$ cat src/rtl/core/ursq_pkg.sv
// Shared types, codes and constants for the ultrasonic range sequencer.
// No dependencies; imported by every module of the block.
package ursq_pkg;

    localparam int unsigned INTERVAL_W  = 20;
    localparam int unsigned COUNT_W     = 16;
    localparam int unsigned DIST_W      = 14;
    localparam int unsigned CFG_INDEX_W = 2;
    localparam int unsigned CFG_DATA_W  = 20;

    localparam logic [INTERVAL_W-1:0] INTERVAL_MAX = '1;

    // Trigger pulse: low for two ticks, then high for ten ticks.
    localparam logic [COUNT_W:0] LOW_TICKS  = 17'd2;
    localparam logic [COUNT_W:0] HIGH_TICKS = 17'd10;

    // Distance is width * 343 / 2000, done as width * ceil(343 * 2^28 / 2000) >> 28.
    // The rounding error stays below 1/2000 over the whole 16-bit width range.
    localparam int unsigned     DIST_SHIFT = 28;
    localparam logic [25:0]     DIST_MULT  = 26'd46036681;
    localparam int unsigned     PROD_W     = COUNT_W + 26;

    // Register reset values.
    localparam logic [INTERVAL_W-1:0] INTERVAL_RST = 20'd60000;
    localparam logic [COUNT_W-1:0]    RISE_TO_RST  = 16'd3000;
    localparam logic [COUNT_W-1:0]    ECHO_TO_RST  = 16'd30000;
    localparam logic [15:0]           NEAR_RST     = 16'd300;

    typedef enum logic [CFG_INDEX_W-1:0] {
        CFG_INTERVAL = 2'd0,
        CFG_RISE_TO  = 2'd1,
        CFG_ECHO_TO  = 2'd2,
        CFG_NEAR     = 2'd3
    } cfg_idx_t;

    typedef enum logic [2:0] {
        PH_IDLE      = 3'd0,
        PH_TRIG_LOW  = 3'd1,
        PH_TRIG_HIGH = 3'd2,
        PH_WAIT_RISE = 3'd3,
        PH_MEASURE   = 3'd4
    } phase_t;

    typedef enum logic [1:0] {
        ST_IDLE    = 2'd0,
        ST_WAIT    = 2'd1,
        ST_READY   = 2'd2,
        ST_TIMEOUT = 2'd3
    } status_t;

    typedef struct packed {
        logic [INTERVAL_W-1:0] interval_us;
        logic [COUNT_W-1:0]    rise_to_us;
        logic [COUNT_W-1:0]    echo_to_us;
        logic [15:0]           near_mm;
    } cfg_t;

    typedef struct packed {
        logic               trigger_level;
        status_t            status;
        logic [DIST_W-1:0]  range_mm;
        logic [COUNT_W-1:0] echo_width_us;
        logic               sample_valid;
        logic               obstacle_near;
        logic               sample_updated;
    } result_t;

    function automatic logic [DIST_W-1:0] dist_from_width(input logic [COUNT_W-1:0] width);
        logic [PROD_W-1:0] prod;
        prod = PROD_W'(width) * PROD_W'(DIST_MULT);
        return prod[DIST_SHIFT +: DIST_W];
    endfunction

endpackage

$ cat src/rtl/core/ultrasonic_range_sequencer.sv
// Top level of the ultrasonic range sequencer: input stage, sequencer, result register.
// Depends on ursq_pkg, ursq_cfg and ursq_seq.
// A tick item is held in the input stage, and its result item in the result register.
// Throughput: one item per cycle unless the output stalls; each tick needs only one phase-logic pass.
// The input stage accepts a new item while a finished result waits on a stalled output.
// Reset (asynchronous, active low) empties both stages, loads the register reset values
// and puts the sequencer idle with all counters and the last sample cleared.
module ultrasonic_range_sequencer
    import ursq_pkg::*;
(
    input  logic                   clk,
    input  logic                   rst_n,

    // Tick items: one sampled echo level per microsecond.
    input  logic                   in_valid,
    output logic                   in_stall,
    input  logic                   echo_level,

    // Result items: one per tick.
    output logic                   out_valid,
    input  logic                   out_stall,
    output logic                   trigger_level,
    output logic [1:0]             status,
    output logic [DIST_W-1:0]      range_mm,
    output logic [COUNT_W-1:0]     echo_width_us,
    output logic                   sample_valid,
    output logic                   obstacle_near,
    output logic                   sample_updated,

    // Register writes.
    input  logic                   cfg_valid,
    output logic                   cfg_ready,
    input  logic [CFG_INDEX_W-1:0] cfg_index,
    input  logic [CFG_DATA_W-1:0]  cfg_data
);

    logic    inp_valid_reg;
    logic    echo_reg;
    logic    out_valid_reg;
    result_t result_reg;
    result_t seq_res;
    cfg_t    cfg;
    logic    advance;

    // Register writes are always taken and not checked; the user issues them only while the block is idle.
    assign cfg_ready = 1'b1;

    ursq_cfg u_cfg (
        .clk      (clk),
        .rst_n    (rst_n),
        .wr_en    (cfg_valid && cfg_ready),
        .wr_index (cfg_index),
        .wr_data  (cfg_data),
        .cfg      (cfg)
    );

    // The held tick moves on when the result register is empty or being emptied
    // this cycle. The input stage only pushes back when it is full and cannot move.
    assign advance  = inp_valid_reg && (!out_valid_reg || !out_stall);
    assign in_stall = inp_valid_reg && !advance;

    always_ff @(posedge clk or negedge rst_n)
    begin
        if (!rst_n)
        begin
            inp_valid_reg <= 1'b0;
        end
        else if (in_valid && !in_stall)
        begin
            inp_valid_reg <= 1'b1;
        end
        else if (advance)
        begin
            inp_valid_reg <= 1'b0;
        end
    end

    always_ff @(posedge clk)
    begin
        if (in_valid && !in_stall)
        begin
            echo_reg <= echo_level;
        end
    end

    // The sequencer steps its state exactly once for each tick that moves on.
    ursq_seq u_seq (
        .clk   (clk),
        .rst_n (rst_n),
        .step  (advance),
        .echo  (echo_reg),
        .cfg   (cfg),
        .res   (seq_res)
    );

    always_ff @(posedge clk or negedge rst_n)
    begin
        if (!rst_n)
        begin
            out_valid_reg <= 1'b0;
        end
        else if (advance)
        begin
            out_valid_reg <= 1'b1;
        end
        else if (!out_stall)
        begin
            out_valid_reg <= 1'b0;
        end
    end

    always_ff @(posedge clk)
    begin
        if (advance)
        begin
            result_reg <= seq_res;
        end
    end

    assign out_valid      = out_valid_reg;
    assign trigger_level  = result_reg.trigger_level;
    assign status         = result_reg.status;
    assign range_mm       = result_reg.range_mm;
    assign echo_width_us  = result_reg.echo_width_us;
    assign sample_valid   = result_reg.sample_valid;
    assign obstacle_near  = result_reg.obstacle_near;
    assign sample_updated = result_reg.sample_updated;

    // The input stage only pushes back behind a full, stalled result register.
    assert property (@(posedge clk) disable iff (!rst_n)
        in_stall |-> out_valid_reg && out_stall)
        else $error("input stalled while the result register could take the item");

    // A tick that moves on always shows up as a result on the next cycle.
    assert property (@(posedge clk) disable iff (!rst_n)
        advance |=> out_valid_reg)
        else $error("advanced tick produced no result");

    // A result that was taken with nothing behind it leaves the output empty.
    assert property (@(posedge clk) disable iff (!rst_n)
        out_valid_reg && !out_stall && !inp_valid_reg |=> !out_valid_reg)
        else $error("result repeated after it was taken");

endmodule

$ cat src/rtl/core/ursq_cfg.sv
// Configuration register file of the ultrasonic range sequencer.
// Depends on ursq_pkg for register codes, widths and reset values.
module ursq_cfg
    import ursq_pkg::*;
(
    input  logic                   clk,
    input  logic                   rst_n,
    input  logic                   wr_en,
    input  logic [CFG_INDEX_W-1:0] wr_index,
    input  logic [CFG_DATA_W-1:0]  wr_data,
    output cfg_t                   cfg
);

    cfg_t cfg_reg;

    always_ff @(posedge clk or negedge rst_n)
    begin
        if (!rst_n)
        begin
            cfg_reg.interval_us <= INTERVAL_RST;
            cfg_reg.rise_to_us  <= RISE_TO_RST;
            cfg_reg.echo_to_us  <= ECHO_TO_RST;
            cfg_reg.near_mm     <= NEAR_RST;
        end
        else if (wr_en)
        begin
            case (wr_index)
                CFG_INTERVAL: cfg_reg.interval_us <= wr_data;
                CFG_RISE_TO:  cfg_reg.rise_to_us  <= wr_data[COUNT_W-1:0];
                CFG_ECHO_TO:  cfg_reg.echo_to_us  <= wr_data[COUNT_W-1:0];
                CFG_NEAR:     cfg_reg.near_mm     <= wr_data[15:0];
                default:      cfg_reg             <= cfg_reg;
            endcase
        end
    end

    assign cfg = cfg_reg;

endmodule

$ cat src/rtl/core/ursq_seq.sv
// Trigger/echo sequencer: phase machine, counters and the last-sample state.
// Depends on ursq_pkg; advances by one tick whenever step is high.
module ursq_seq
    import ursq_pkg::*;
(
    input  logic    clk,
    input  logic    rst_n,
    input  logic    step,
    input  logic    echo,
    input  cfg_t    cfg,
    output result_t res
);

    phase_t                phase_reg, phase_next;
    logic [COUNT_W-1:0]    phase_count_reg, phase_count_next;
    logic [INTERVAL_W-1:0] interval_count_reg, interval_count_next;
    logic [DIST_W-1:0]     last_distance_reg, last_distance_next;
    logic [COUNT_W-1:0]    last_width_reg, last_width_next;
    status_t               last_status_reg, last_status_next;
    logic                  last_valid_reg, last_valid_next;

    logic [INTERVAL_W-1:0] cnt;
    logic [COUNT_W:0]      n;
    logic                  start;
    logic                  trig;
    logic                  updated;

    always_ff @(posedge clk or negedge rst_n)
    begin
        if (!rst_n)
        begin
            phase_reg          <= PH_IDLE;
            phase_count_reg    <= '0;
            interval_count_reg <= '0;
            last_distance_reg  <= '0;
            last_width_reg     <= '0;
            last_status_reg    <= ST_IDLE;
            last_valid_reg     <= 1'b0;
        end
        else if (step)
        begin
            phase_reg          <= phase_next;
            phase_count_reg    <= phase_count_next;
            interval_count_reg <= interval_count_next;
            last_distance_reg  <= last_distance_next;
            last_width_reg     <= last_width_next;
            last_status_reg    <= last_status_next;
            last_valid_reg     <= last_valid_next;
        end
    end

    always_comb
    begin
        cnt   = (interval_count_reg == INTERVAL_MAX) ? interval_count_reg
                                                     : interval_count_reg + 1'b1;
        n     = {1'b0, phase_count_reg} + 1'b1;
        start = (phase_reg == PH_IDLE) && (cnt >= cfg.interval_us);

        phase_next          = phase_reg;
        phase_count_next    = phase_count_reg;
        interval_count_next = cnt;
        last_distance_next  = last_distance_reg;
        last_width_next     = last_width_reg;
        last_status_next    = last_status_reg;
        last_valid_next     = last_valid_reg;
        trig                = 1'b0;
        updated             = 1'b0;

        if (start)
        begin
            interval_count_next = '0;
            phase_next          = PH_TRIG_LOW;
            phase_count_next    = 16'd1;
            last_status_next    = ST_WAIT;
        end
        else
        begin
            case (phase_reg)
                PH_IDLE:
                begin
                    phase_next = PH_IDLE;
                end
                PH_TRIG_LOW:
                begin
                    if (n >= LOW_TICKS)
                    begin
                        phase_next       = PH_TRIG_HIGH;
                        phase_count_next = '0;
                    end
                    else
                    begin
                        phase_count_next = n[COUNT_W-1:0];
                    end
                end
                PH_TRIG_HIGH:
                begin
                    trig = 1'b1;
                    if (n >= HIGH_TICKS)
                    begin
                        phase_next       = PH_WAIT_RISE;
                        phase_count_next = '0;
                    end
                    else
                    begin
                        phase_count_next = n[COUNT_W-1:0];
                    end
                end
                PH_WAIT_RISE:
                begin
                    // An echo timeout of 0 or 1 ends the measurement on the rising tick.
                    if (echo)
                    begin
                        if (cfg.echo_to_us <= 16'd1)
                        begin
                            phase_next       = PH_IDLE;
                            phase_count_next = '0;
                            last_status_next = ST_TIMEOUT;
                            last_valid_next  = 1'b0;
                            updated          = 1'b1;
                        end
                        else
                        begin
                            phase_next       = PH_MEASURE;
                            phase_count_next = 16'd1;
                        end
                    end
                    else if (n >= {1'b0, cfg.rise_to_us})
                    begin
                        phase_next       = PH_IDLE;
                        phase_count_next = '0;
                        last_status_next = ST_TIMEOUT;
                        last_valid_next  = 1'b0;
                        updated          = 1'b1;
                    end
                    else
                    begin
                        phase_count_next = n[COUNT_W-1:0];
                    end
                end
                PH_MEASURE:
                begin
                    if (!echo)
                    begin
                        last_width_next    = phase_count_reg;
                        last_distance_next = dist_from_width(phase_count_reg);
                        last_status_next   = ST_READY;
                        last_valid_next    = 1'b1;
                        phase_next         = PH_IDLE;
                        phase_count_next   = '0;
                        updated            = 1'b1;
                    end
                    else if (n >= {1'b0, cfg.echo_to_us})
                    begin
                        phase_next       = PH_IDLE;
                        phase_count_next = '0;
                        last_status_next = ST_TIMEOUT;
                        last_valid_next  = 1'b0;
                        updated          = 1'b1;
                    end
                    else
                    begin
                        phase_count_next = n[COUNT_W-1:0];
                    end
                end
                default:
                begin
                    phase_next       = PH_IDLE;
                    phase_count_next = '0;
                end
            endcase
        end

        res.trigger_level  = trig;
        res.status         = last_status_next;
        res.range_mm       = last_distance_next;
        res.echo_width_us  = last_width_next;
        res.sample_valid   = last_valid_next;
        res.obstacle_near  = last_valid_next &&
                             ({2'b00, last_distance_next} <= cfg.near_mm);
        res.sample_updated = updated;
    end

    // The trigger pin is only driven high from the high-pulse phase.
    assert property (@(posedge clk) disable iff (!rst_n)
        step && res.trigger_level |-> phase_reg == PH_TRIG_HIGH)
        else $error("trigger high outside the high-pulse phase");

    // A concluded measurement always leaves the sequencer idle.
    assert property (@(posedge clk) disable iff (!rst_n)
        step && res.sample_updated |=> phase_reg == PH_IDLE && phase_count_reg == '0)
        else $error("sequencer not idle after a measurement concluded");

    // A concluded measurement reports either ready with a valid sample or a timeout.
    assert property (@(posedge clk) disable iff (!rst_n)
        step && res.sample_updated |->
            (res.status == ST_READY && res.sample_valid) ||
            (res.status == ST_TIMEOUT && !res.sample_valid))
        else $error("concluded measurement with inconsistent status");

    // A start clears the interval counter for the next tick.
    assert property (@(posedge clk) disable iff (!rst_n)
        step && start |=> interval_count_reg == '0 && phase_reg == PH_TRIG_LOW)
        else $error("start did not restart the interval");

endmodule
$ cat config.mk
export PLATFORM = sky130hd
export DESIGN_NAME = ultrasonic_range_sequencer
export DESIGN_NICKNAME = d
export VERILOG_FILES = /design/src/rtl/core/ursq_pkg.sv /design/src/rtl/core/ultrasonic_range_sequencer.sv /design/src/rtl/core/ursq_cfg.sv /design/src/rtl/core/ursq_seq.sv
export SDC_FILE = /design/constraint.sdc
export NUM_CORES = 1
export LEC_CHECK = 0
export ABC_AREA = 1
export BUFFER_PORTS_ARGS = -buffer_cell sky130_fd_sc_hd__buf_4
export CAP_MARGIN = 30
export CORE_ASPECT_RATIO = 1.75
export CORE_MARGIN = 1.5
export CORE_UTILIZATION = 45
export CTS_CLUSTER_SIZE = 14
export DETAILED_ROUTE_END_ITERATION = 7
export PLACE_DENSITY = 0.63
export REMOVE_ABC_BUFFERS = 1
export SLEW_MARGIN = 20
export SYNTH_ARGS = -nofsm -noshare
export SYNTH_HDL_FRONTEND = slang
export SYNTH_HIERARCHICAL = 1
export SYNTH_SLANG_ARGS = --single-unit
$ cat constraint.sdc
create_clock -name clk -period 7.4 [get_ports clk]
set_input_delay 1.48 -clock clk [delete_from_list [all_inputs] [get_ports clk]]
set_output_delay 1.48 -clock clk [all_outputs]
set_load 0.02 [all_outputs]
# [Word-level counts from Yosys, hierarchy flattened]
# Index checks and enable logic that the tools add are counted.
[word_totals] ff_bits=179 out_inout_bits=39 word_cells=115
[classes] n_addsub=2 multipliers=1 magnitude_cmp=7 n_eq_ne=14 mux=51 reduce_logical=19
[ops] operator="16-bit 2-to-1 mux" count=10
[ops] operator="16-bit case mux with 5 select lines" count=1
[ops] operator="16-bit by 26-bit multiplier with 42-bit output (second input constant)" count=1
[ops] operator="14-bit 2-to-1 mux" count=3
[ops] operator="20-bit 2-to-1 mux" count=2
[ops] operator="17-bit by 16-bit >= comparator with 1-bit output" count=2
[ops] operator="3-bit 2-to-1 mux" count=8
[ops] operator="20-bit by 1-bit adder with 20-bit output (second input constant)" count=1
[ops] operator="20-bit equality test (second input constant)" count=1
[ops] operator="20-bit >= comparator" count=1
[ops] operator="16-bit by 1-bit adder with 17-bit output (second input constant)" count=1
[ops] operator="17-bit by 2-bit >= comparator with 1-bit output (second input constant)" count=1
[ops] operator="17-bit by 4-bit >= comparator with 1-bit output (second input constant)" count=1
[ops] operator="1-bit 2-to-1 mux" count=17
[ops] operator="14-bit by 16-bit less-or-equal comparator with 1-bit output" count=1
[ops] operator="16-bit by 1-bit less-or-equal comparator with 1-bit output (second input constant)" count=1
[ops] operator="2-bit 2-to-1 mux" count=6
[ops] operator="3-bit case mux with 4 select lines" count=1
[ops] operator="2-bit AND reduction" count=5
[ops] operator="4-bit by 2-bit != test with 1-bit output (second input constant)" count=2
[ops] operator="3-bit by 2-bit equality test with 1-bit output (second input constant)" count=2
[ops] operator="3-bit by 1-bit != test with 1-bit output (second input constant)" count=2
[ops] operator="1-bit logical AND" count=5
[ops] operator="5-bit AND reduction" count=1
[ops] operator="other kinds (12)" count=18

# [Logic depth before layout (Yosys ltp)]
# Gate-level depths: netlist (run 1).
[logic_depth] ltp_word=8 depth_mapped=35 ltp_nobuf=35

# [Cells and area by module]
# The synthesis (run 1) kept the hierarchy.
[by_module_without_submodules] module="ursq_seq" n_inst=1 cells_per_inst=1834 area_per_inst_um2=13802.0
[by_module_without_submodules] module="ursq_cfg" n_inst=1 cells_per_inst=304 area_per_inst_um2=2919.0
[by_module_without_submodules] module="ultrasonic_range_sequencer" n_inst=1 cells_per_inst=51 area_per_inst_um2=1217.4

# [Worst setup path after synthesis (run 1)]
# OpenSTA, ideal clock, no wires.
[synth_timing] path_kind="reg2reg" startpoint="register u_seq.phase_count_reg[14]" endpoint="register result_reg (netlist bit obstacle_near) (data pin)" arrival_ps=6057 required_ps=7254 setup_slack_ps=1197 stages_incl_launch_ff=30 synth_period_minus_slack_ps=6203 path_cell_list="dfrtp_1 > inv_1 > ha_1 > inv_1 > fa_1 > inv_1 > fa_1 > inv_1 > fa_1 > fa_1 > inv_1 > fa_1 > inv_1 > ha_1 > inv_1 > o21ai_0 > a21oi_1 > o21ai_0 > nor2_1 > nand2_1 > xor2_1 > a21boi_0 > ha_1 > nand2_1 > inv_1 > a221oi_1 > o211ai_1 > nand2_1 > a21oi_1 > a21oi_1"
[synth_lines] element="start: declaration" line="ursq_seq.sv:15" source="logic [COUNT_W-1:0] phase_count_reg, phase_count_next;"
[synth_lines] element="start signal: assignment" line="ursq_seq.sv:43" source="phase_count_reg <= phase_count_next;"
[synth_lines] element="end signal: assignment" line="ultrasonic_range_sequencer.sv:116" source="result_reg <= seq_res;"
[synth_lines] element="end: declaration" line="ultrasonic_range_sequencer.sv:40" source="result_t result_reg;"

==> results.txt, run 1 <==
The fraction of final layout cells with drive strength greater than 1 is 0.0856. The detailed router placed 14500 vias in this run. The global-route wire length before repair is 81800 um. The number of nets at the end of the flow is 2642. The global route total overflow came out at 0.

The floorplan step defined a die boundary enclosing 41100 sq um. Of the total power, the share spent switching nets is 0.418. The run finished with clean final reports. The total CTS buffers is 17.

The starting density of the core is 0.457. In this run, synthesis inferred 37 flip-flops with an integrated enable. The worst hold margin is 0.465 ns. The ratio of total power to cell area is 194 nW/um^2. The most used flip-flop cell after synthesis is sky130_fd_sc_hd__dfrtp_1. The number of warnings issued by yosys is 6.

The TritonCTS clock tree is built. The count of antenna diodes in the layout came out at 0. The count of nets left with antenna violations after detail routing is 0. The congestion estimate from routability-driven global placement came to 0.944.

The tree is rooted in a sky130_fd_sc_hd__clkbuf_16. The post-detailed-routing wire length came out at 53200 um. The via count of the first global-routing pass came out at 15100.

The number of rows in the core area came out at 96. The number of detailed-route iterations in the first pass came out at 7. The quantity of I/O buffers inserted on ports came out at 65. The area share of the largest cell type after synthesis is 0.170. The number of vias per cell is 5.28. The share of async-settable or async-resettable flops after synthesis is 0.793. The worst slack at placement came out at 0.347 ns. For the worst-skew pair, the clock arrives at the later sink with an insertion delay of 0.44 ns. The area used by multi-input combinational logic is 11200 sq um. The highest net fanout along the worst path came out at 8.

The cell family contributing the most delay on the critical path is adder cells. The final number of setup-violating endpoints came out at 0. The worst setup path is captured at a register. The vertical die dimension is 267 um. The register area is 4700 sq um. Sorting the synthesized cells by area gives the leading types as sky130_fd_sc_hd__fa_1 (17%), sky130_fd_sc_hd__dfrtp_1 (16%), sky130_fd_sc_hd__ha_1 (15%), sky130_fd_sc_hd__nand2_1 (10%), sky130_fd_sc_hd__inv_1 (9.6%). The synthesized area is 17900 sq um. The average wire per cell in the routed design is 19.4 um. The power share of the combinational group came out at 0.415. The number of buffers on the longest clock path is 2. The critical path's most frequent cell is sky130_fd_sc_hd__inv_1. The count of routing violations after the opening detailed-route iteration came out at 648. The initial antenna violation count is 0.

The clock sink total is 179. The number of I/O pins came out at 67. The least setup slack across all paths after layout came out at 0.465 ns. The slew of the pin with the lowest slew margin is 0.769 ns.

In this run the tightest slew margin relative to its limit is 0.487. The floorplan step defined a core boundary enclosing 39300 sq um. The sum of net half-perimeters after detailed placement came out at 44700 um. Across the routed clock network, the largest skew measured is 0.0137 ns.

In the final timing run, aggregate negative setup slack is 0 ns. For this run, the slowest stage of the critical path takes 0.65 ns. The average size of a mapped cell came out at 8.19 sq um. The count of maximum capacitance violations is 0. The register bit total from synthesis came out at 179. The buffering stage count on the worst path with inverters included came out at 6. Counting instances in the post-synthesis netlist gives the leading cell types as sky130_fd_sc_hd__nand2_1 (496), sky130_fd_sc_hd__inv_1 (458), sky130_fd_sc_hd__ha_1 (221). The worst IR drop on VDD came out at 159 uV. The maximum number of pins on one net before global-route repair came out at 74. The period utilization is 0.937.

The post-CTS setup-driven buffer insertion count is 0. The clock tree synthesis step divided the H-tree into 4 levels. In the post-synthesis netlist, the cell with the most instances is sky130_fd_sc_hd__nand2_1. The cell-internal power came out at 2200 uW. The area overhead of the layout relative to synthesis came out at 8.85%. The overall routing resource usage came out at 0.265. The share of power burned in the clock network came out at 0.250.

The post-route DRC violation count came out at 0. The net switching power figure came out at 1580 uW. Setup repair after global routing left no endpoint under its margin.

The final max-slew violation count is 0. The floorplan die width is 154 um. The launching element type of the critical path is a register. The relative contribution of sequential cells to total power is 0.335. The worst hold-check path type is register to register. The largest area contributor in the synthesized netlist is sky130_fd_sc_hd__fa_1. For this design the static power due to leakage is 0.0107 uW. The path type of the worst setup path is register to register. After layout, the design draws a total of 3780 uW.

The upper clock frequency limit is 0.144 GHz. The worst path required time is 7.69 ns. Data on the critical path arrives at its endpoint at 7.23 ns. The flip-flop count of the largest register after layout is 68. The cell count after synthesis came out at 2189. The register clock-pin slew on the reported worst setup and hold paths came out at 0.07 ns. The slowest stage of the critical path belongs to the cell sky130_fd_sc_hd__dfrtp_1. The total of fill cells in the finished design is 3764.

The minimum clock period is 6.94 ns. The count of final hold-check violations is 0. The sequential area share after synthesis is 0.262. The count of cell types in the netlist came out at 48.
## path summary, 6_finish.rpt
kind                       slack [ns]                 startpoint  cells past startpoint                           to
min in group asynchronous        1.05                      rst_n                      1  u_seq/interval_count_reg[4]
hold reg to reg                  0.46              u_cfg/cfg[41]                      2                u_cfg/cfg[41]
hold / removal                   0.46              u_cfg/cfg[41]                      2                u_cfg/cfg[41]
setup / recovery                 0.46  u_seq/phase_count_reg[11]                     28                obstacle_near
setup reg to reg                 0.46  u_seq/phase_count_reg[11]                     28                obstacle_near
max in group asynchronous        5.21                      rst_n                      3                u_cfg/cfg[41]
## worst min-delay path: cells and delay by family, from the launching register on
kind	cells	cell delay, ns
flops	1	0.37
simple gates	2	0.09
## repair_timing
item                       in CTS  in global routing
setup endpoints to repair       0                  1
resized for setup               0                  5
hold buffers                    0                  0
## metrics by stage
stage | std cells | util | cell area, sq um
2_1_floorplan | 2140 | - | 17600
3_3_place_gp | 2710 | 0.480 | 18900
3_5_place_dp | 2711 | 0.480 | 18900
4_1_cts | 2743 | 0.496 | 19500
5_1_grt | 2744 | 0.497 | 19500
6_report | 2744 | 0.497 | 19500
## layout make-up
class                   instances  area share
clock buffers                  17      0.0218
clock inverters                15     0.00955
inverters                     461      0.0889
multi-input cells            1500       0.575
flip-flops and latches        179       0.240
well taps                     490      0.0314
repair buffers                 82      0.0329
## power by group through the flow
stage | Clock (uW) | Sequential [uW] | Combinational, uW
after global routing | 1000 | 1280 | 1770
final | 944 | 1270 | 1570
after floorplan | 0 | 1300 | 989
after global placement | 0 | 1280 | 1540
after detailed placement | 0 | 1280 | 1580
after CTS | 967 | 1270 | 1580
## cells in the final DEF, fill, tap and decap left out, drive strengths merged, types with 5 or more instances in the layout
master	synthesis	routed
a21boi	9	9
nor4	7	7
nor2	130	130
nor3	22	22
clkinv	0	7
fa	152	152
inv	461	468
ha	221	221
dfstp	25	25
dfrtp	117	117
o22ai	5	5
or2	19	19
o21bai	7	7
nand3	104	104
buf	37	82
nand2	501	501
o21ai	108	108
nand3b	9	9
nand4	83	83
xor2	25	25
clkbuf	12	17
a21oi	74	74
edfxtp	37	37
## logic make-up after synthesis
| group | after synthesis | synth area share |
|---|---|---|
| AO/OA/AOI/OAI | 222 | 0.0673 |
| flip-flops | 179 | 0.262 |
| buffers and inverters | 510 | 0.114 |
| adder cells (fa/ha/maj) | 373 | 0.324 |
| AND/OR/NAND/NOR | 876 | 0.218 |
| XOR/XNOR | 28 | 0.0145 |
| other | 1 | 0.000209 |
## routing by layer
metal  share of wire  GRT usage  vias to the layer above
met1            0.35      0.260                     6990
met4           0.072      0.177                        0
met2            0.56      0.524                      308
met3           0.022     0.0212                      140
li1                -          -                     7043
met5               0          0                        -
No activity file was read; power rests on OpenSTA's default activity.
==> inputs of run 2 (changes only) <==
ABC_AREA = 0   (was 1)
==> results.txt, run 2 <==
The clock sink total came out at 179 (unchanged). The number of cells on the worst hold path is 2 (unchanged). The average size of a mapped cell came out at 10.3 sq um (was 8.19 sq um). The launching element type of the critical path was a register (unchanged). The most frequent cell after synthesis is sky130_fd_sc_hd__inv_1 (was sky130_fd_sc_hd__nand2_1). The count of antenna diodes in the layout is 0 (unchanged).

The number of nets at the end of the flow came out at 2164 (was 2642). The maximum number of pins on one net before global-route repair came out at 85 (was 74). The data arrival at the endpoint of the critical path came out at 7.29 ns (was 7.23 ns). The number of vias in the routed layout is 12300 (was 14500). The fraction of final layout cells with drive strength greater than 1 is 0.204 (was 0.0856).

The leakage power came out at 0.00995 uW (was 0.0107 uW). The path type of the worst setup path is register to register (unchanged). The floorplan die width is 149 um (was 154 um). The total design power came out at 5260 uW (was 3780 uW). The starting density of the core is 0.456 (was 0.457). The most common cell after layout, fill and taps aside is sky130_fd_sc_hd__inv_1 (was sky130_fd_sc_hd__nand2_1). The number of detailed-route iterations in the first pass came out at 5 (was 7). The clock insertion delay at the later pin of the skew report is 0.45 ns (was 0.44 ns).

The count of nets left with antenna violations after detail routing came out at 0 (unchanged). The area inside the core boundary is 36800 sq um (was 39300 sq um). The post-route DRC violation count came out at 0 (unchanged). The number of vias per cell is 5.46 (was 5.28). The share of async-settable or async-resettable flops after synthesis came to 0.793 (unchanged).

The final number of setup-violating endpoints came out at 0 (unchanged). The sequential area share after synthesis is 0.280 (was 0.262). Most common library cells after synthesis: sky130_fd_sc_hd__inv_1 (314), sky130_fd_sc_hd__ha_1 (221), sky130_fd_sc_hd__fa_1 (152) (was sky130_fd_sc_hd__nand2_1 (496), sky130_fd_sc_hd__inv_1 (458), sky130_fd_sc_hd__ha_1 (221)). The sum of net half-perimeters after detailed placement is 38300 um (was 44700 um). The number of warnings issued by yosys is 6 (unchanged). The origin of the worst setup path was u_seq/phase_count_reg[6] (was u_seq/phase_count_reg[11]).

The upper clock frequency limit is 0.141 GHz (was 0.144 GHz). The vertical die dimension is 258 um (was 267 um). The average wire per cell in the routed design came out at 20.4 um (was 19.4 um).

The final worst clock skew was 0.0125 ns (was 0.0137 ns). The number of enable-type register cells in the synthesized netlist is 37 (unchanged). The worst hold-check path type is register to register (unchanged). The placer's final routability congestion estimate came to 0.973 (was 0.944). The highest net fanout along the worst path is 4 (was 8). The relative slew slack is 0.368 (was 0.487). Run status: completed (unchanged). The minimum clock period came to 7.11 ns (was 6.94 ns). The root buffer cell was sky130_fd_sc_hd__clkbuf_16 (unchanged). The final max-slew violation count is 0 (unchanged). The initial antenna violation count came to 0 (unchanged). The TritonCTS clock tree is built (unchanged).

The count of final hold-check violations is 0 (unchanged). The slew of the pin with the lowest slew margin is 0.938 ns (was 0.769 ns). The worst flop-to-flop path startpoint is u_seq/phase_count_reg[6] (was u_seq/phase_count_reg[11]). The final instance area is 19100 sq um (was 19500 sq um).

The area overhead of the layout relative to synthesis came to 14.2% (was 8.85%). The start point of the worst hold path is u_seq/last_distance_reg[2] (was u_cfg/cfg[41]). The quantity of I/O buffers inserted on ports is 65 (unchanged). The worst path required time is 7.58 ns (was 7.69 ns). The cell depth of the worst flop-to-flop path was 25 (was 28).

Most used cells in the layout excluding fill and tap cells: sky130_fd_sc_hd__inv_1 (311), sky130_fd_sc_hd__ha_1 (210), sky130_fd_sc_hd__buf_4 (152), sky130_fd_sc_hd__fa_1 (147), sky130_fd_sc_hd__dfrtp_1 (112) (was sky130_fd_sc_hd__nand2_1 (496), sky130_fd_sc_hd__inv_1 (458), sky130_fd_sc_hd__ha_1 (221), sky130_fd_sc_hd__fa_1 (152), sky130_fd_sc_hd__nor2_1 (121)). The dominant register cell in the synthesized netlist is sky130_fd_sc_hd__dfrtp_1 (unchanged). The cell count after synthesis is 1631 (was 2189). The via count of the first global-routing pass is 13100 (was 15100). The period utilization was 0.961 (was 0.937). The worst hold margin came out at 0.481 ns (was 0.465 ns). The number of buffers on the longest clock path came out at 2 (unchanged). The count of cell types in the netlist is 84 (was 48).

The overall routing resource usage came out at 0.248 (was 0.265). The register bit total from synthesis is 179 (unchanged). The area after detailed placement is 18300 sq um (was 18900 sq um). The flip-flop count of the largest register after layout was 68 (unchanged). The largest area contributor in the synthesized netlist was sky130_fd_sc_hd__fa_1 (unchanged). The worst IR drop on VDD is 176 uV (was 159 uV). The post-detailed-routing wire length is 46000 um (was 53200 um). The least setup slack across all paths after layout is 0.290 ns (was 0.465 ns). The global-route wire length before repair came out at 71200 um (was 81800 um). Main area contributors after synthesis: sky130_fd_sc_hd__fa_1 (18%), sky130_fd_sc_hd__dfrtp_1 (17%), sky130_fd_sc_hd__ha_1 (17%), sky130_fd_sc_hd__inv_1 (7.0%), sky130_fd_sc_hd__edfxtp_1 (6.6%) (was sky130_fd_sc_hd__fa_1 (17%), sky130_fd_sc_hd__dfrtp_1 (16%), sky130_fd_sc_hd__ha_1 (15%), sky130_fd_sc_hd__nand2_1 (10%), sky130_fd_sc_hd__inv_1 (9.6%)). The die area is 38400 sq um (was 41100 sq um). The number of buffers inserted by hold repair at cts came out at 0 (unchanged). The element type at the critical path end is a register (unchanged). The level count of the clock H-tree came to 4 (unchanged). The ratio of total power to cell area was 275 nW/um^2 (was 194 nW/um^2). The total CTS buffers is 17 (unchanged). The count of maximum capacitance violations is 0 (unchanged). The register clock-pin slew on the reported worst setup and hold paths is 0.07 ns (about the same). The area share of the largest cell type after synthesis came out at 0.182 (was 0.170).

The number of I/O pins is 67 (unchanged). The synthesized area is 16700 sq um (was 17900 sq um). The worst slack at placement came out at -0.117 ns (was 0.347 ns). The total of fill cells in the finished design came out at 3459 (was 3764). The count of routing violations after the opening detailed-route iteration is 590 (was 648). The number of rows in the core area is 93 (was 96).

The summed negative setup slack over all endpoints came out at 0 ns (unchanged). The global route total overflow is 0 (unchanged).
-- run 2: cell count changes in the layout (fill, tap and decap cells not counted), moves of 13 or more --
cell	change
sky130_fd_sc_hd__a21oi_1	-19
sky130_fd_sc_hd__mux2_2	+82
sky130_fd_sc_hd__xnor2_1	+23
sky130_fd_sc_hd__buf_4	+73
sky130_fd_sc_hd__and3_1	+16
sky130_fd_sc_hd__nand2_1	-392
sky130_fd_sc_hd__a21o_1	+31
sky130_fd_sc_hd__nor2_1	-71
sky130_fd_sc_hd__nand4_1	-54
sky130_fd_sc_hd__nand3_1	-77
sky130_fd_sc_hd__or2_2	-14
sky130_fd_sc_hd__o21ai_0	-44
sky130_fd_sc_hd__nand2b_1	+13
sky130_fd_sc_hd__inv_1	-147
-- run 2: worst paths after layout --
kind	endpoint	slack, ns
max	obstacle_near	0.29
min	u_seq/last_distance_reg[2]	0.48
max reg2reg	obstacle_near	0.29
min reg2reg	u_seq/last_distance_reg[2]	0.48
max in group asynchronous	u_seq/last_distance_reg[2]	4.97
min in group asynchronous	u_seq/interval_count_reg[17]	1.07
-- run 2: area by class of cell --
type / count / area [sq um] / area share
flip-flops and latches: 179 / 4700 / 0.246
multi-input cells: 1096 / 10900 / 0.570
inverters: 314 / 1180 / 0.0616
repair buffers: 155 / 1180 / 0.0619
well taps: 475 / 594 / 0.0311
clock inverters: 12 / 96.3 / 0.00504
clock buffers: 20 / 468 / 0.0245
-- run 2: logic make-up after synthesis --
logic type	Yosys count	share of synthesized area
flip-flops	179	0.280
AO/OA/AOI/OAI	275	0.109
AND/OR/NAND/NOR	316	0.0994
multiplexers	88	0.0587
other	1	0.000224
adder cells (fa/ha/maj)	373	0.347
XOR/XNOR	43	0.0229
buffers and inverters	356	0.0825
-- run 2: stage by stage --
stage | cells | utilization
CTS | 2241 | 0.512
global placement | 2208 | 0.496
global route | 2251 | 0.520
finish | 2251 | 0.520
detailed placement | 2209 | 0.497
floorplan | 1589 | -
-- run 2: critical path, stage by stage, from the launching register on --
cell	delay, ns
sky130_fd_sc_hd__dfrtp_1	0.41
sky130_fd_sc_hd__fa_2	0.62
sky130_fd_sc_hd__buf_6	0.13
sky130_fd_sc_hd__xor2_4	0.19
sky130_fd_sc_hd__ha_2	0.31
sky130_fd_sc_hd__fa_1	0.52
sky130_fd_sc_hd__fa_1	0.44
sky130_fd_sc_hd__fa_1	0.54
sky130_fd_sc_hd__inv_1	0.05
sky130_fd_sc_hd__fa_1	0.53
sky130_fd_sc_hd__inv_1	0.07
sky130_fd_sc_hd__ha_4	0.27
sky130_fd_sc_hd__and2_4	0.15
sky130_fd_sc_hd__nand4_1	0.17
sky130_fd_sc_hd__o311ai_4	0.46
sky130_fd_sc_hd__buf_4	0.20
sky130_fd_sc_hd__a31oi_2	0.09
sky130_fd_sc_hd__o211a_1	0.26
sky130_fd_sc_hd__buf_4	0.15
sky130_fd_sc_hd__or4_4	0.49
sky130_fd_sc_hd__nand3_4	0.09
sky130_fd_sc_hd__ha_4	0.20
sky130_fd_sc_hd__nand4_1	0.09
sky130_fd_sc_hd__nor4_1	0.06
sky130_fd_sc_hd__a2111oi_1	0.23
sky130_fd_sc_hd__a21boi_0	0.14
-- run 2: power breakdown --
group | internal [uW] | switching (uW)
sequential | 1230 | 148
combinational | 1250 | 1750
clock | 465 | 414
total | 2940 | 2320
-- run 2: per-layer routing --
| metal | GRT usage | vias up | part of all wire |
|---|---|---|---|
| li1 | - | 5786 | - |
| met1 | 0.250 | 6068 | 0.35 |
| met2 | 0.472 | 304 | 0.55 |
| met3 | 0.0255 | 139 | 0.023 |
| met4 | 0.166 | 0 | 0.074 |
| met5 | 0 | - | 0 |
-- run 2: timing repair --
action / CTS / global route
setup endpoints to repair: 1 / 1
gates resized for setup: 4 / 52
setup buffers: 0 / 10
pin swaps: 1 / 29
==> inputs of run 3 (changes only) <==
GPL_ROUTABILITY_DRIVEN = 1   (was default)
SETUP_SLACK_MARGIN = 0.5   (was default)
SYNTH_HIERARCHICAL = default   (was 1)
==> results.txt, run 3 <==
Run status: completed (unchanged). The number of buffers on the longest clock path came out at 2 (unchanged). Most used cells in the layout excluding fill and tap cells: sky130_fd_sc_hd__inv_1 (274), sky130_fd_sc_hd__ha_1 (198), sky130_fd_sc_hd__nand2_1 (166), sky130_fd_sc_hd__buf_4 (159), sky130_fd_sc_hd__fa_1 (144) (was sky130_fd_sc_hd__inv_1 (311), sky130_fd_sc_hd__ha_1 (210), sky130_fd_sc_hd__buf_4 (152), sky130_fd_sc_hd__fa_1 (147), sky130_fd_sc_hd__dfrtp_1 (112)). Main area contributors after synthesis: sky130_fd_sc_hd__fa_1 (18%), sky130_fd_sc_hd__dfrtp_1 (18%), sky130_fd_sc_hd__ha_1 (17%), sky130_fd_sc_hd__edfxtp_1 (6.7%), sky130_fd_sc_hd__inv_1 (6.5%) (was sky130_fd_sc_hd__fa_1 (18%), sky130_fd_sc_hd__dfrtp_1 (17%), sky130_fd_sc_hd__ha_1 (17%), sky130_fd_sc_hd__inv_1 (7.0%), sky130_fd_sc_hd__edfxtp_1 (6.6%)).

The parity-gate share of the synthesized area counting xor and xnor cells is 0.0255 (was 0.0229). The TritonCTS clock tree is built (unchanged). The dominant register cell in the synthesized netlist is sky130_fd_sc_hd__dfrtp_1 (unchanged). The placer's final routability congestion estimate came out at 0.926 (was 0.973). The count of nets left with antenna violations after detail routing is 0 (unchanged). The largest area contributor in the synthesized netlist is sky130_fd_sc_hd__fa_1 (unchanged).

The number of warnings issued by yosys came out at 0 (was 6). The number of I/O pins is 67 (unchanged). The fraction of final layout cells with drive strength greater than 1 came out at 0.215 (was 0.204). The number of buffers inserted by hold repair at cts is 0 (unchanged).

The area after detailed placement is 18000 sq um (was 18300 sq um). The compound-gate portion of the synthesized area is 0.112 (was 0.109). The launching element type of the critical path is a register (unchanged).

The quantity of I/O buffers inserted on ports came out at 65 (unchanged). The synthesized area came out at 16500 sq um (was 16700 sq um). The element type at the critical path end was a register (unchanged). The post-route core utilization came to 0.537 (was 0.520). The total CTS buffers came out at 17 (unchanged). The area share of the largest cell type after synthesis was 0.182 (about the same).

The path type of the worst setup path is register to register (unchanged). The highest net fanout along the worst path is 3 (was 4). The global-route wire length before repair is 71700 um (was 71200 um). The count of final hold-check violations came out at 0 (unchanged).

The root buffer cell is sky130_fd_sc_hd__clkbuf_16 (unchanged). The post-detailed-routing wire length was 45900 um (was 46000 um). The post-route DRC violation count came out at 0 (unchanged). The vertical die dimension came to 256 um (was 258 um). The most common cell after layout, fill and taps aside is sky130_fd_sc_hd__inv_1 (unchanged). The data arrival at the endpoint of the critical path came out at 7.18 ns (was 7.29 ns). The clock insertion delay at the later pin of the skew report came to 0.47 ns (was 0.45 ns). The maximum number of pins on one net before global-route repair is 93 (was 85).

The summed negative setup slack over all endpoints came out at 0 ns (unchanged). The register clock-pin slew on the reported worst setup and hold paths is 0.07 ns (about the same). The number of vias per cell came out at 5.44 (was 5.46). The final worst clock skew came out at 0.0252 ns (was 0.0125 ns). The period utilization came out at 0.948 (was 0.961). The mux contribution to synthesized area was 0.0366 (was 0.0587). The least setup slack across all paths after layout came out at 0.386 ns (was 0.290 ns). Most common library cells after synthesis: sky130_fd_sc_hd__inv_1 (285), sky130_fd_sc_hd__ha_1 (221), sky130_fd_sc_hd__nand2_1 (166) (was sky130_fd_sc_hd__inv_1 (314), sky130_fd_sc_hd__ha_1 (221), sky130_fd_sc_hd__fa_1 (152)). The via count of the first global-routing pass is 13300 (was 13100).

The slew of the pin with the lowest slew margin came out at 0.990 ns (was 0.938 ns). The number of detailed-route iterations in the first pass came to 5 (unchanged). The count of routing violations after the opening detailed-route iteration came out at 506 (was 590). The clock sink total came out at 179 (unchanged). The number of vias in the routed layout was 12500 (was 12300). The average wire per cell in the routed design is 19.9 um (was 20.4 um).

The floorplan die width came out at 148 um (was 149 um). The flip-flop count of the largest register after layout is 68 (unchanged). The count of maximum capacitance violations was 0 (unchanged). The register bit total from synthesis came to 179 (unchanged). The die area is 37800 sq um (was 38400 sq um). The count of antenna diodes in the layout came out at 0 (unchanged).

The sequential area share after synthesis is 0.285 (was 0.280). The level count of the clock H-tree came out at 4 (unchanged). The sum of net half-perimeters after detailed placement came out at 37400 um (was 38300 um). The dominant combinational cell family by area after synthesis is adder cells (unchanged). The starting density of the core came out at 0.458 (was 0.456). The share of async-settable or async-resettable flops after synthesis came out at 0.793 (unchanged). The most frequent cell after synthesis is sky130_fd_sc_hd__inv_1 (unchanged).

The global route total overflow came out at 0 (unchanged). The worst slack at placement is 0.00874 ns (was -0.117 ns). The number of enable-type register cells in the synthesized netlist is 37 (unchanged). The number of rows in the core area came out at 92 (was 93). The cell count after synthesis came to 1668 (was 1631). The final number of setup-violating endpoints is 0 (unchanged). The area overhead of the layout relative to synthesis came out at 17.5% (was 14.2%). The final instance area came out at 19400 sq um (was 19100 sq um). The overall routing resource usage was 0.250 (was 0.248). The average size of a mapped cell came out at 9.88 sq um (was 10.3 sq um). The area inside the core boundary is 36000 sq um (was 36800 sq um).

The minimum clock period came to 7.01 ns (was 7.11 ns). The simple-gate portion of the synthesized area is 0.116 (was 0.0994). The fraction of the mapped netlist area in adder cells is 0.350 (was 0.347). The final max-slew violation count is 0 (unchanged). Setup repair after global routing could not meet its margin everywhere. The number of nets at the end of the flow was 2217 (was 2164).

The count of cell types in the netlist came out at 71 (was 84). The register-to-register setup slack is 0.39 ns (was 0.29 ns). The worst path required time came out at 7.56 ns (was 7.58 ns).

The relative slew slack was 0.332 (was 0.368). The initial antenna violation count is 0 (unchanged). The upper clock frequency limit came out at 0.143 GHz (was 0.141 GHz). The worst hold-check path type is register to register (unchanged).
## run 3: changes by cell type after synthesis, sizes merged, moves of 7 or more
cell	before	now
buf	16	7
mux2	82	50
o21ai	72	110
nand3	22	37
or3	1	10
nand4	28	20
a21oi	55	63
nor2	50	57
and3	17	10
a21o	35	21
inv	314	285
o22ai	13	4
nand2	107	166
## run 3: stage by stage
step | cells | hold slack, ns
detailed placement | 2244 | 0.462
floorplan | 1631 | 0.446
CTS | 2289 | 0.479
global route | 2301 | 0.498
global placement | 2242 | 0.458
finish | 2301 | 0.478
## run 3: what timing repair did
item,in CTS,in global routing
pin swaps,43,48
gates cloned,0,0
setup buffers,13,11
setup endpoints to repair,1,1
gates resized for setup,66,70
## run 3: critical path, stage by stage, from the launching register on
cell and delay, ns:
sky130_fd_sc_hd__dfrtp_2 0.42, sky130_fd_sc_hd__fa_2 0.60, sky130_fd_sc_hd__inv_2 0.06, sky130_fd_sc_hd__fa_2 0.56
sky130_fd_sc_hd__inv_2 0.04, sky130_fd_sc_hd__fa_1 0.52, sky130_fd_sc_hd__fa_2 0.45, sky130_fd_sc_hd__fa_1 0.55
sky130_fd_sc_hd__inv_2 0.04, sky130_fd_sc_hd__fa_1 0.51, sky130_fd_sc_hd__inv_2 0.06, sky130_fd_sc_hd__ha_4 0.24
sky130_fd_sc_hd__buf_6 0.11, sky130_fd_sc_hd__o21ai_2 0.05, sky130_fd_sc_hd__o21ai_1 0.10, sky130_fd_sc_hd__a41o_1 0.30
sky130_fd_sc_hd__buf_6 0.13, sky130_fd_sc_hd__a211oi_2 0.19, sky130_fd_sc_hd__buf_4 0.17, sky130_fd_sc_hd__o21bai_4 0.07
sky130_fd_sc_hd__a21oi_2 0.15, sky130_fd_sc_hd__xor2_1 0.20, sky130_fd_sc_hd__o21ai_1 0.13, sky130_fd_sc_hd__ha_1 0.32
sky130_fd_sc_hd__nand4_1 0.18, sky130_fd_sc_hd__buf_4 0.19, sky130_fd_sc_hd__o311ai_2 0.28, sky130_fd_sc_hd__a21oi_1 0.10
## run 3: layer usage
layer / share of wire / GRT usage / vias to the layer above
met2: 0.57 / 0.491 / 249
met1: 0.35 / 0.252 / 6218
met3: 0.023 / 0.0224 / 104
li1: - / - / 5938
met5: 0 / 0 / -
met4: 0.056 / 0.140 / 0
## run 3: logic make-up (layout without fill, tap and decap cells)
logic type	Yosys count	count (layout)
adder cells (fa/ha/maj)	371	371
flip-flops	179	179
buffers and inverters	322	485
other	1	1
AND/OR/NAND/NOR	396	396
AO/OA/AOI/OAI	297	297
XOR/XNOR	48	48
multiplexers	54	54
## run 3: final cells by class
class                      instances  area (sq um)
fill                            3147         16700
inverter                         285          1070
clock inverter                    15           165
multi-input combinational       1167         11100
tap                              470           588
timing repair buffer             168          1320
clock buffer                      17           425
sequential                       179          4710
## run 3: final timing paths
| check | startpoint | end | cells past startpoint |
|---|---|---|---|
| setup / recovery | u_seq.phase_count_reg[4] | obstacle_near | 27 |
| hold / removal | u_seq.last_width_reg[6] | u_seq.last_width_reg[6] | 2 |
| setup reg to reg | u_seq.phase_count_reg[4] | obstacle_near | 27 |
| hold reg to reg | u_seq.last_width_reg[6] | u_seq.last_width_reg[6] | 2 |
| max in group asynchronous | rst_n | u_cfg.cfg[15] | 2 |
| min in group asynchronous | rst_n | u_seq.interval_count_reg[3] | 1 |
Power of run 3 is not shown: default switching activity piles up to over one toggle a cycle in this logic, so the estimate is an artifact.
